### src/rtl/qcam_pkg.sv
// ----------------------------------------------------------------------------
// qcam_pkg
// shared types, widths and constants of the cascaded attitude mixer
// ----------------------------------------------------------------------------
package qcam_pkg;

	localparam int unsigned ANG_W   = 16;
	localparam int unsigned GAIN_W  = 8;
	localparam int unsigned BASE_W  = 10;
	localparam int unsigned OUT_W   = 10;
	localparam int unsigned CIDX_W  = 3;
	localparam int unsigned CDAT_W  = 16;

	localparam int unsigned ERR_W   = ANG_W + 1;
	localparam int unsigned RT_W    = ERR_W + GAIN_W + 1;
	localparam int unsigned PROD_W  = RT_W + GAIN_W + 1;
	localparam int unsigned FRAC_W  = 16;
	localparam int unsigned DRV_W   = PROD_W - FRAC_W;
	localparam int unsigned MIX_W   = 22;

	localparam int unsigned MOTOR_MAX_DEF = 999;

	localparam logic [GAIN_W-1:0] ANGLE_GAIN_RST = 8'd32;
	localparam logic [GAIN_W-1:0] RATE_GAIN_RST  = 8'd80;
	localparam logic [BASE_W-1:0] BASE_RST       = 10'd200;

	typedef enum logic [CIDX_W-1:0] {
		REG_PITCH_TARGET = 3'd0,
		REG_ROLL_TARGET  = 3'd1,
		REG_PITCH_AGAIN  = 3'd2,
		REG_PITCH_RGAIN  = 3'd3,
		REG_ROLL_AGAIN   = 3'd4,
		REG_ROLL_RGAIN   = 3'd5,
		REG_BASE_THRUST  = 3'd6
	} reg_idx_t;

	typedef struct packed {
		logic signed [ANG_W-1:0] target;
		logic [GAIN_W-1:0]       angle_gain;
		logic [GAIN_W-1:0]       rate_gain;
	} axis_cfg_t;

endpackage

### src/rtl/quad_cascaded_attitude_mixer.sv
// ----------------------------------------------------------------------------
// quad_cascaded_attitude_mixer
// cascaded angle/rate p control on pitch and roll, x-frame motor mix
// ----------------------------------------------------------------------------
// throughput: one word per cycle, busy stays low, no result is ever held
// the six-stage pipeline has five per-axis stages and one mix/clamp stage
// reset: arst_n clears valid bits and loads register defaults
// ----------------------------------------------------------------------------
module quad_cascaded_attitude_mixer
	import qcam_pkg::*;
#(
	parameter int unsigned MotorMax = MOTOR_MAX_DEF
) (
	input  logic                    clk,
	input  logic                    arst_n,
	input  logic                    start,
	output logic                    busy,
	input  logic signed [ANG_W-1:0] pitch_angle,
	input  logic signed [ANG_W-1:0] pitch_rate,
	input  logic signed [ANG_W-1:0] roll_angle,
	input  logic signed [ANG_W-1:0] roll_rate,
	input  logic                    cfg_valid,
	output logic                    cfg_ready,
	input  logic [CIDX_W-1:0]       cfg_index,
	input  logic [CDAT_W-1:0]       cfg_data,
	output logic                    done,
	output logic [OUT_W-1:0]        front_left,
	output logic [OUT_W-1:0]        front_right,
	output logic [OUT_W-1:0]        back_left,
	output logic [OUT_W-1:0]        back_right
);

	localparam logic signed [MIX_W-1:0] MAX_S   = MIX_W'(MotorMax);
	localparam logic [OUT_W-1:0]        MAX_OUT = OUT_W'(MotorMax);

	axis_cfg_t         pitch_cfg_q;
	axis_cfg_t         roll_cfg_q;
	logic [BASE_W-1:0] base_q;

	logic vld_s1, vld_s2, vld_s3, vld_s4, vld_s5, done_s6;

	logic signed [DRV_W-1:0] pitch_drv;
	logic signed [DRV_W-1:0] roll_drv;

	logic signed [MIX_W-1:0] base_x, pitch_x, roll_x;
	logic [OUT_W-1:0] fl_s6, fr_s6, bl_s6, br_s6;

	function automatic logic [OUT_W-1:0] clamp(input logic signed [MIX_W-1:0] v);
		logic [OUT_W-1:0] r;
		priority if (v > MAX_S) begin
			r = MAX_OUT;
		end else if (v <= 0) begin
			r = '0;
		end else begin
			r = v[OUT_W-1:0];
		end
		return r;
	endfunction

	assign busy      = 1'b0;
	assign cfg_ready = 1'b1;

	always_ff @(posedge clk or negedge arst_n) begin
		if (!arst_n) begin
			pitch_cfg_q <= '{target: '0, angle_gain: ANGLE_GAIN_RST, rate_gain: RATE_GAIN_RST};
			roll_cfg_q  <= '{target: '0, angle_gain: ANGLE_GAIN_RST, rate_gain: RATE_GAIN_RST};
			base_q      <= BASE_RST;
		end else if (cfg_valid && cfg_ready) begin
			unique case (reg_idx_t'(cfg_index))
				REG_PITCH_TARGET: pitch_cfg_q.target     <= cfg_data;
				REG_ROLL_TARGET:  roll_cfg_q.target      <= cfg_data;
				REG_PITCH_AGAIN:  pitch_cfg_q.angle_gain <= cfg_data[GAIN_W-1:0];
				REG_PITCH_RGAIN:  pitch_cfg_q.rate_gain  <= cfg_data[GAIN_W-1:0];
				REG_ROLL_AGAIN:   roll_cfg_q.angle_gain  <= cfg_data[GAIN_W-1:0];
				REG_ROLL_RGAIN:   roll_cfg_q.rate_gain   <= cfg_data[GAIN_W-1:0];
				REG_BASE_THRUST:  base_q                 <= cfg_data[BASE_W-1:0];
				default: begin
				end
			endcase
		end
	end

	qcam_axis u_pitch (
		.clk   (clk),
		.cfg   (pitch_cfg_q),
		.angle (pitch_angle),
		.rate  (pitch_rate),
		.drive (pitch_drv)
	);

	qcam_axis u_roll (
		.clk   (clk),
		.cfg   (roll_cfg_q),
		.angle (roll_angle),
		.rate  (roll_rate),
		.drive (roll_drv)
	);

	always_ff @(posedge clk or negedge arst_n) begin
		if (!arst_n) begin
			vld_s1  <= 1'b0;
			vld_s2  <= 1'b0;
			vld_s3  <= 1'b0;
			vld_s4  <= 1'b0;
			vld_s5  <= 1'b0;
			done_s6 <= 1'b0;
		end else begin
			vld_s1  <= start && !busy;
			vld_s2  <= vld_s1;
			vld_s3  <= vld_s2;
			vld_s4  <= vld_s3;
			vld_s5  <= vld_s4;
			done_s6 <= vld_s5;
		end
	end

	assign base_x  = $signed({{(MIX_W-BASE_W){1'b0}}, base_q});
	assign pitch_x = MIX_W'(pitch_drv);
	assign roll_x  = MIX_W'(roll_drv);

	always_ff @(posedge clk) begin
		fl_s6 <= clamp(base_x - pitch_x + roll_x);
		fr_s6 <= clamp(base_x - pitch_x - roll_x);
		bl_s6 <= clamp(base_x + pitch_x + roll_x);
		br_s6 <= clamp(base_x + pitch_x - roll_x);
	end

	assign done        = done_s6;
	assign front_left  = fl_s6;
	assign front_right = fr_s6;
	assign back_left   = bl_s6;
	assign back_right  = br_s6;

endmodule

### src/rtl/qcam_axis.sv
// ----------------------------------------------------------------------------
// qcam_axis
// five-stage cascaded proportional pipeline for one axis
// ----------------------------------------------------------------------------
module qcam_axis
	import qcam_pkg::*;
(
	input  logic                    clk,
	input  axis_cfg_t               cfg,
	input  logic signed [ANG_W-1:0] angle,
	input  logic signed [ANG_W-1:0] rate,
	output logic signed [DRV_W-1:0] drive
);

	logic signed [ERR_W-1:0]  err_s1;
	logic signed [ANG_W-1:0]  rate_s1;
	logic signed [RT_W-1:0]   rt_s2;
	logic signed [ANG_W-1:0]  rate_s2;
	logic signed [RT_W-1:0]   re_s3;
	logic signed [PROD_W-1:0] prod_s4;
	logic signed [DRV_W-1:0]  drive_s5;

	logic signed [RT_W-1:0]   rate_x16;
	logic                     trunc_fix;

	assign rate_x16  = {{(RT_W-ANG_W-4){rate_s2[ANG_W-1]}}, rate_s2, 4'b0000};
	assign trunc_fix = prod_s4[PROD_W-1] && (|prod_s4[FRAC_W-1:0]);

	always_ff @(posedge clk) begin
		err_s1   <= {cfg.target[ANG_W-1], cfg.target} - {angle[ANG_W-1], angle};
		rate_s1  <= rate;
		rt_s2    <= RT_W'(err_s1) * RT_W'($signed({1'b0, cfg.angle_gain}));
		rate_s2  <= rate_s1;
		re_s3    <= rt_s2 - rate_x16;
		prod_s4  <= PROD_W'(re_s3) * PROD_W'($signed({1'b0, cfg.rate_gain}));
		// toward-zero correction for negative values with a fraction
		drive_s5 <= prod_s4[PROD_W-1:FRAC_W] + $signed({{(DRV_W-1){1'b0}}, trunc_fix});
	end

	assign drive = drive_s5;

endmodule

### config.mk
export PLATFORM = sky130hd
export DESIGN_NAME = quad_cascaded_attitude_mixer
export DESIGN_NICKNAME = d
export VERILOG_FILES = /design/src/rtl/qcam_pkg.sv /design/src/rtl/quad_cascaded_attitude_mixer.sv /design/src/rtl/qcam_axis.sv
export SDC_FILE = /design/constraint.sdc
export NUM_CORES = 2
export LEC_CHECK = 0
export BUFFER_PORTS_ARGS = -buffer_cell sky130_fd_sc_hd__buf_2
export CAP_MARGIN = 40
export CORE_MARGIN = 8
export CORE_UTILIZATION = 25
export DETAILED_ROUTE_END_ITERATION = 6
export GPL_ROUTABILITY_DRIVEN = 1
export PLACE_DENSITY = 0.44
export REMOVE_ABC_BUFFERS = 1
export SLEW_MARGIN = 0
export SYNTH_ARGS = -nofsm -noshare
export SYNTH_HDL_FRONTEND = slang
export SYNTH_HIERARCHICAL = 1
export SYNTH_SLANG_ARGS = --single-unit
### constraint.sdc
create_clock -name clk -period 5.7 [get_ports clk]
set_input_delay 1.14 -clock clk [delete_from_list [all_inputs] [get_ports clk]]
set_output_delay 1.14 -clock clk [all_outputs]
set_load 0.05 [all_outputs]
; After elaboration in Yosys (flattened, before gate mapping)
; Cells that the tools add are included.
[word_totals]
regBits = 430
inputBits = 87
output_inout_bits = 43
elab_cells = 85
[op_classes]
n_addsub = 12
multipliers = 4
order_cmp = 8
eq_ne = 6
n_mux = 4
n_reduce_logical = 16
[op_table]
columns = cell, n
row1 = "21-bit by 11-bit > comparator with 1-bit output, second input constant", 4
row2 = "21-bit by 1-bit less-or-equal comparator with 1-bit output, second input constant", 4
row3 = 26-bit by 9-bit multiplier with 35-bit output, 2
row4 = 17-bit by 9-bit multiplier with 26-bit output, 2
row5 = 26-bit by 20-bit subtractor with 26-bit output, 2
row6 = 20-bit by 19-bit adder with 21-bit output, 2
row7 = 20-bit by 19-bit subtractor with 21-bit output, 2
row8 = 10-bit two-way mux, 4
row9 = 19-bit by 1-bit adder with 19-bit output, 2
row10 = 16-bit by 16-bit subtractor with 17-bit output, 2
row11 = 16-bit OR reduction, 2
row12 = 11-bit by 19-bit adder with 20-bit output, 1
row13 = 11-bit by 19-bit subtractor with 20-bit output, 1
row14 = 2-bit AND reduction, 7
row15 = "3-bit equality test, second input constant", 3
row16 = 2-bit OR reduction, 4
row17 = "3-bit by 2-bit equality test with 1-bit output, second input constant", 2
row18 = "3-bit by 1-bit equality test with 1-bit output, second input constant", 1
row19 = 3-bit zero test, 1
row20 = 1-bit logical AND, 2

; Longest topological paths before layout
[depth]
depth_word = 4
mapped_depth = 23
ltp_nobuf = 22

; Modules after synthesis
; The synthesis kept the hierarchy.
[by_module_without_submodules]
columns = module, instances, cells_per_inst, area_per_inst_um2, seq_area_each_um2
row1 = qcam_axis (u_pitch), 1, 1956, 17611.9, 3103.0
row2 = qcam_axis (u_roll), 1, 1895, 17316.6, 3103.0
row3 = quad_cascaded_attitude_mixer, 1, 1218, 10725.3, 2813.9

; Least setup slack after synthesis
; No wires, ideal clock.
[synth_timing]
path_type = register to register
from = register roll_cfg_q[4] in the netlist's numbering
to = register u_roll.prod_s4[28]
setup_time_ns = 0.126
arrival_time_ns = 4.799
t_required_ns = 5.574
path_slack_ns = 0.775
stages_incl_launch_ff = 18
n_path_buf = 1
synth_period_minus_slack_ns = 4.925
cell_sequence = dfstp_2 > clkbuf_1 > nand2_1 > fa_1 > inv_1 > fa_1 > fa_1 > inv_1 > fa_1 > inv_1 > ha_1 > a21oi_1 > o211ai_1 > a211oi_1 > a211oi_1 > o41ai_2 > o21ai_1 > xor2_1
[synth_via]
elab_chain_cells = 1
[synth_rtl]
columns = element, line_no
row1 = from (decl), quad_cascaded_attitude_mixer.sv:37  ; axis_cfg_t roll_cfg_q;
row2 = from (signal assigned), quad_cascaded_attitude_mixer.sv:66  ; roll_cfg_q <= '{target: '0, angle_gain: ANGLE_GAIN_RST, rate_gain: RATE_GAIN_RST};
row3 = 26-bit by 9-bit multiplier with 35-bit output, qcam_axis.sv:35  ; prod_s4 <= PROD_W'(re_s3) * PROD_W'($signed({1'b0, cfg.rate_gain}));
row4 = to (signal assigned), qcam_axis.sv:35
row5 = to (decl), qcam_axis.sv:20  ; logic signed [PROD_W-1:0] prod_s4;
; No other way between the ends.
; A chain may end at the register's enable or synchronous reset.

; Worst setup path in the final report
[layout_timing]
from = register base_q[0]
to = register fl_s6[4] (netlist: front_left[4])
[layout_via]
elab_chain_cells = 4
elab_cells_between_ends = 5
classes_between = 2 x add/sub / 2 x order compare / 1 x reduce/logical
[layout_rtl]
columns = element, line_no
row1 = from (decl), quad_cascaded_attitude_mixer.sv:38  ; logic [BASE_W-1:0] base_q;
row2 = from (signal assigned), quad_cascaded_attitude_mixer.sv:76  ; REG_BASE_THRUST: base_q <= cfg_data[BASE_W-1:0];
row3 = 11-bit by 19-bit subtractor with 20-bit output *, quad_cascaded_attitude_mixer.sv:122  ; fl_s6 <= clamp(base_x - pitch_x + roll_x);
row4 = 20-bit by 19-bit adder with 21-bit output *, quad_cascaded_attitude_mixer.sv:122
row5 = 21-bit by 11-bit > comparator with 1-bit output or 21-bit by 1-bit less-or-equal comparator with 1-bit output (tied branches), "quad_cascaded_attitude_mixer.sv:50, quad_cascaded_attitude_mixer.sv:52"
row6 = 2-bit OR reduction (no line), n/a
row7 = to (signal assigned), quad_cascaded_attitude_mixer.sv:122
row8 = to (decl), quad_cascaded_attitude_mixer.sv:46  ; logic [OUT_W-1:0] fl_s6, fr_s6, bl_s6, br_s6;
; Mark *: on every way between the ends. The rest lies on a longest branch, timed or not.

==> flow_summary.ini <==
[route]
first_pass_iters = 5
antenna_left = 0
vias = 33800
wirelength_um = 122000
first_iter_violations = 1604
viasPerCell = 4.42
wl_per_cell_um = 15.9
drc = 0

[setup_path]
cp_common_cell = buf_4
crit_start = base_q[0]
worst_path_largest_cell_delay_ns = 0.47
r2r_cells = 24
crit_fanout = 8
critPathArrivalTime_ns = 5.92
worstSetupEndpoint = front_left[4]
cp_num_cells = 24
start_kind = flop
worst-setup-path-type = flop to flop
critPathTopFamily = compound AO/OA/AOI/OAI gates
crit_chain = inv_1 -> ha_1 -> fa_1 -> nor2b_1 -> o21ai_0 -> a21oi_1 -> o21ai_0 -> a21o_1 -> a21oi_2 -> o31ai_1 -> buf_4 -> nor3_1 -> xnor2_1 -> ha_1 -> buf_4 -> a221oi_4 -> nor4b_2 -> a2111oi_2 -> o2111ai_1 -> nor4_2 -> nand4_1 -> buf_4 -> o21ai_4 -> and3b_1
end_kind = flop
r2r_end = front_left[4]
r2r_start = base_q[0]
slowest_stage = a2111oi_2
rrSetupSlack_ns = 0.30
worstPathRequired_ns = 6.22
worst-path-buf-inv = 4

[global_route]
overflow = 0
grt_pass1_vias = 35100
antenna_found_initial = 13
grt_max_degree = 61
grt_use_total_pct = 12.2
grt_pass1_wl_um = 196000

[logic_synthesis]
synth_edf_count = 0
seq_area_frac_synth_pct = 19.8
ys_ff_latch = 430
yosys-top-cells-count = inv_1, fa_1, nand2_1, ha_1, and2_1
synth_top_cell_by_area = fa_1
synth_async_sr_flop_share_pct = 18.6
synthFlopType = dfxtp_1
synth.area.top_cells = fa_1, dfxtp_1, ha_1
synth.avg_cell_area_um2 = 9.01
syn_inst = 5069
yosys_warnings = 6
synth_most_common_cell = inv_1
synth_top_cell_area_share_pct = 24.1
syn-cell-area_um2 = 45700
synth_cell_types = 115

[timing]
finalClockSkew_ns = 0.0499
slew-limit-headroom_pct = 40.6
setup_viol = 0
drv_slew = 0
layout_min_cycle_time_ns = 5.40
timing.final.crit_share_pct = 94.8
hold_viol_final = 0
fmax_mhz = 185
worst_slew_pin_slew_ns = 0.883

[final_layout]
syn_to_final_growth_pct = 13.0
finish.instance_area_um2 = 51600
drive_gt1_share_pct = 9.20
nNetsFinal = 6264
fill_cells = 19600

[die]
start_util_pct = 25.0
die_area_um2 = 197000
io_pins = 130
die_height_um = 443
chipWidth_um = 443
core_um2 = 182000
rows = 157

[clock_tree]
clkLatencyLatePin_ns = 0.67
cts_num_sinks = 430
clock_path_buffers = 3
clk_pin_slew_ns = 0.06
numCtsBuffers = 56
cts_root_buf = clkbuf_16
htree_levels = 2
cts_tree = done

[placed_design]
portBuffers = 127
place_congestion = 0.846
placed_area_um2 = 49300
detailed_place_hpwl_um = 102000

[run_status]
status = completed

[flow_run]
drv_cap = 0

[worst_hold_path]
hold_path_class = input port to asynchronous set/reset pin
state kept, by name (all words and copies together), names as in the netlist, 19 cells and up:
name	cells
pitch_cfg_q	32
u_roll/re_s3	26
u_pitch/rt_s2	26
u_roll/prod_s4	35
u_pitch/prod_s4	35
u_roll/rt_s2	26
u_pitch/re_s3	26
u_pitch/drive	19
roll_cfg_q	32
u_roll/drive	19
through the flow:
stage	setup TNS, ns	cells	hold WS [ns]	utilization [%]	setup WS (ns)
3_3_place_gp	0	7523	0.311	27.0	0.206
3_5_place_dp	0	7525	0.313	27.0	0.116
2_1_floorplan	0	4951	0.310	-	0.765
6_report	0	7639	0.286	28.3	0.298
4_1_cts	0	7630	0.209	28.2	0.0780
5_1_grt	-0.102	7638	0.233	28.3	-0.0383
cell type report:
class	instances	area, µm²	share of cell area (%)
clock inverter	33	455	0.883
clock buffer	72	1660	3.22
multi-input combinational	3565	32700	63.4
tap	2385	2980	5.78
inverter	957	3590	6.96
timing repair buffer	191	1170	2.27
antenna	6	15.0	0.0291
sequential	430	9020	17.5
repair_timing:
item                                    CTS  global route
hold buffers                              0             0
buffers inserted                          0             2
resized for setup                         0            41
endpoints found under the setup margin    0            43
placed cells by master, fill, tap and decap left out, types with 65 or more instances in the layout:
cell	instances
a21o_1	88
a21oi_1	221
and2_1	369
buf_2	127
dfrtp_1	68
dfxtp_1	350
fa_1	550
ha_1	419
inv_1	956
mux2_2	77
nand2_1	467
nor2_1	196
nor3_1	65
o21ai_0	114
xnor2_1	186
xor2_1	78
cell families (layout without fill, tap and decap cells):
family	count (synthesis)	in the layout	synth area share, %
AND/OR/NAND/NOR	1439	1439	16.1
buffers and inverters	1075	1253	9.04
adder cells (fa/ha/maj)	976	976	35.8
AO/OA/AOI/OAI	800	801	12.2
flip-flops	430	430	19.8
XOR/XNOR	265	265	5.08
multiplexers	82	82	2.01
other	2	8	0.0164
how the worst min path moves through the flow:
stage                                   from                  to  slack, ns  cells after the start
after CTS                             arst_n     pitch_cfg_q[31]       0.21                      1
after global routing                  arst_n     pitch_cfg_q[31]       0.23                      1
after floorplan           u_pitch/rate_s1[0]  u_pitch/rate_s2[0]       0.31                      0
after detailed placement   u_roll/rate_s1[0]   u_roll/rate_s2[0]       0.31                      0
after global placement    u_pitch/rate_s1[0]  u_pitch/rate_s2[0]       0.31                      0
final                                 arst_n     pitch_cfg_q[31]       0.29                      1
per-layer routing:
metal	GRT usage (%)	up-vias	part of all wire, %
met5	0	-	0.011
met4	3.70	2	2.9
met3	1.64	159	3.3
met2	20.7	463	47
met1	16.0	16500	47
li1	-	16600	-
Power is not shown: default switching activity piles up to over one toggle a cycle in this logic, so the estimate is an artifact.
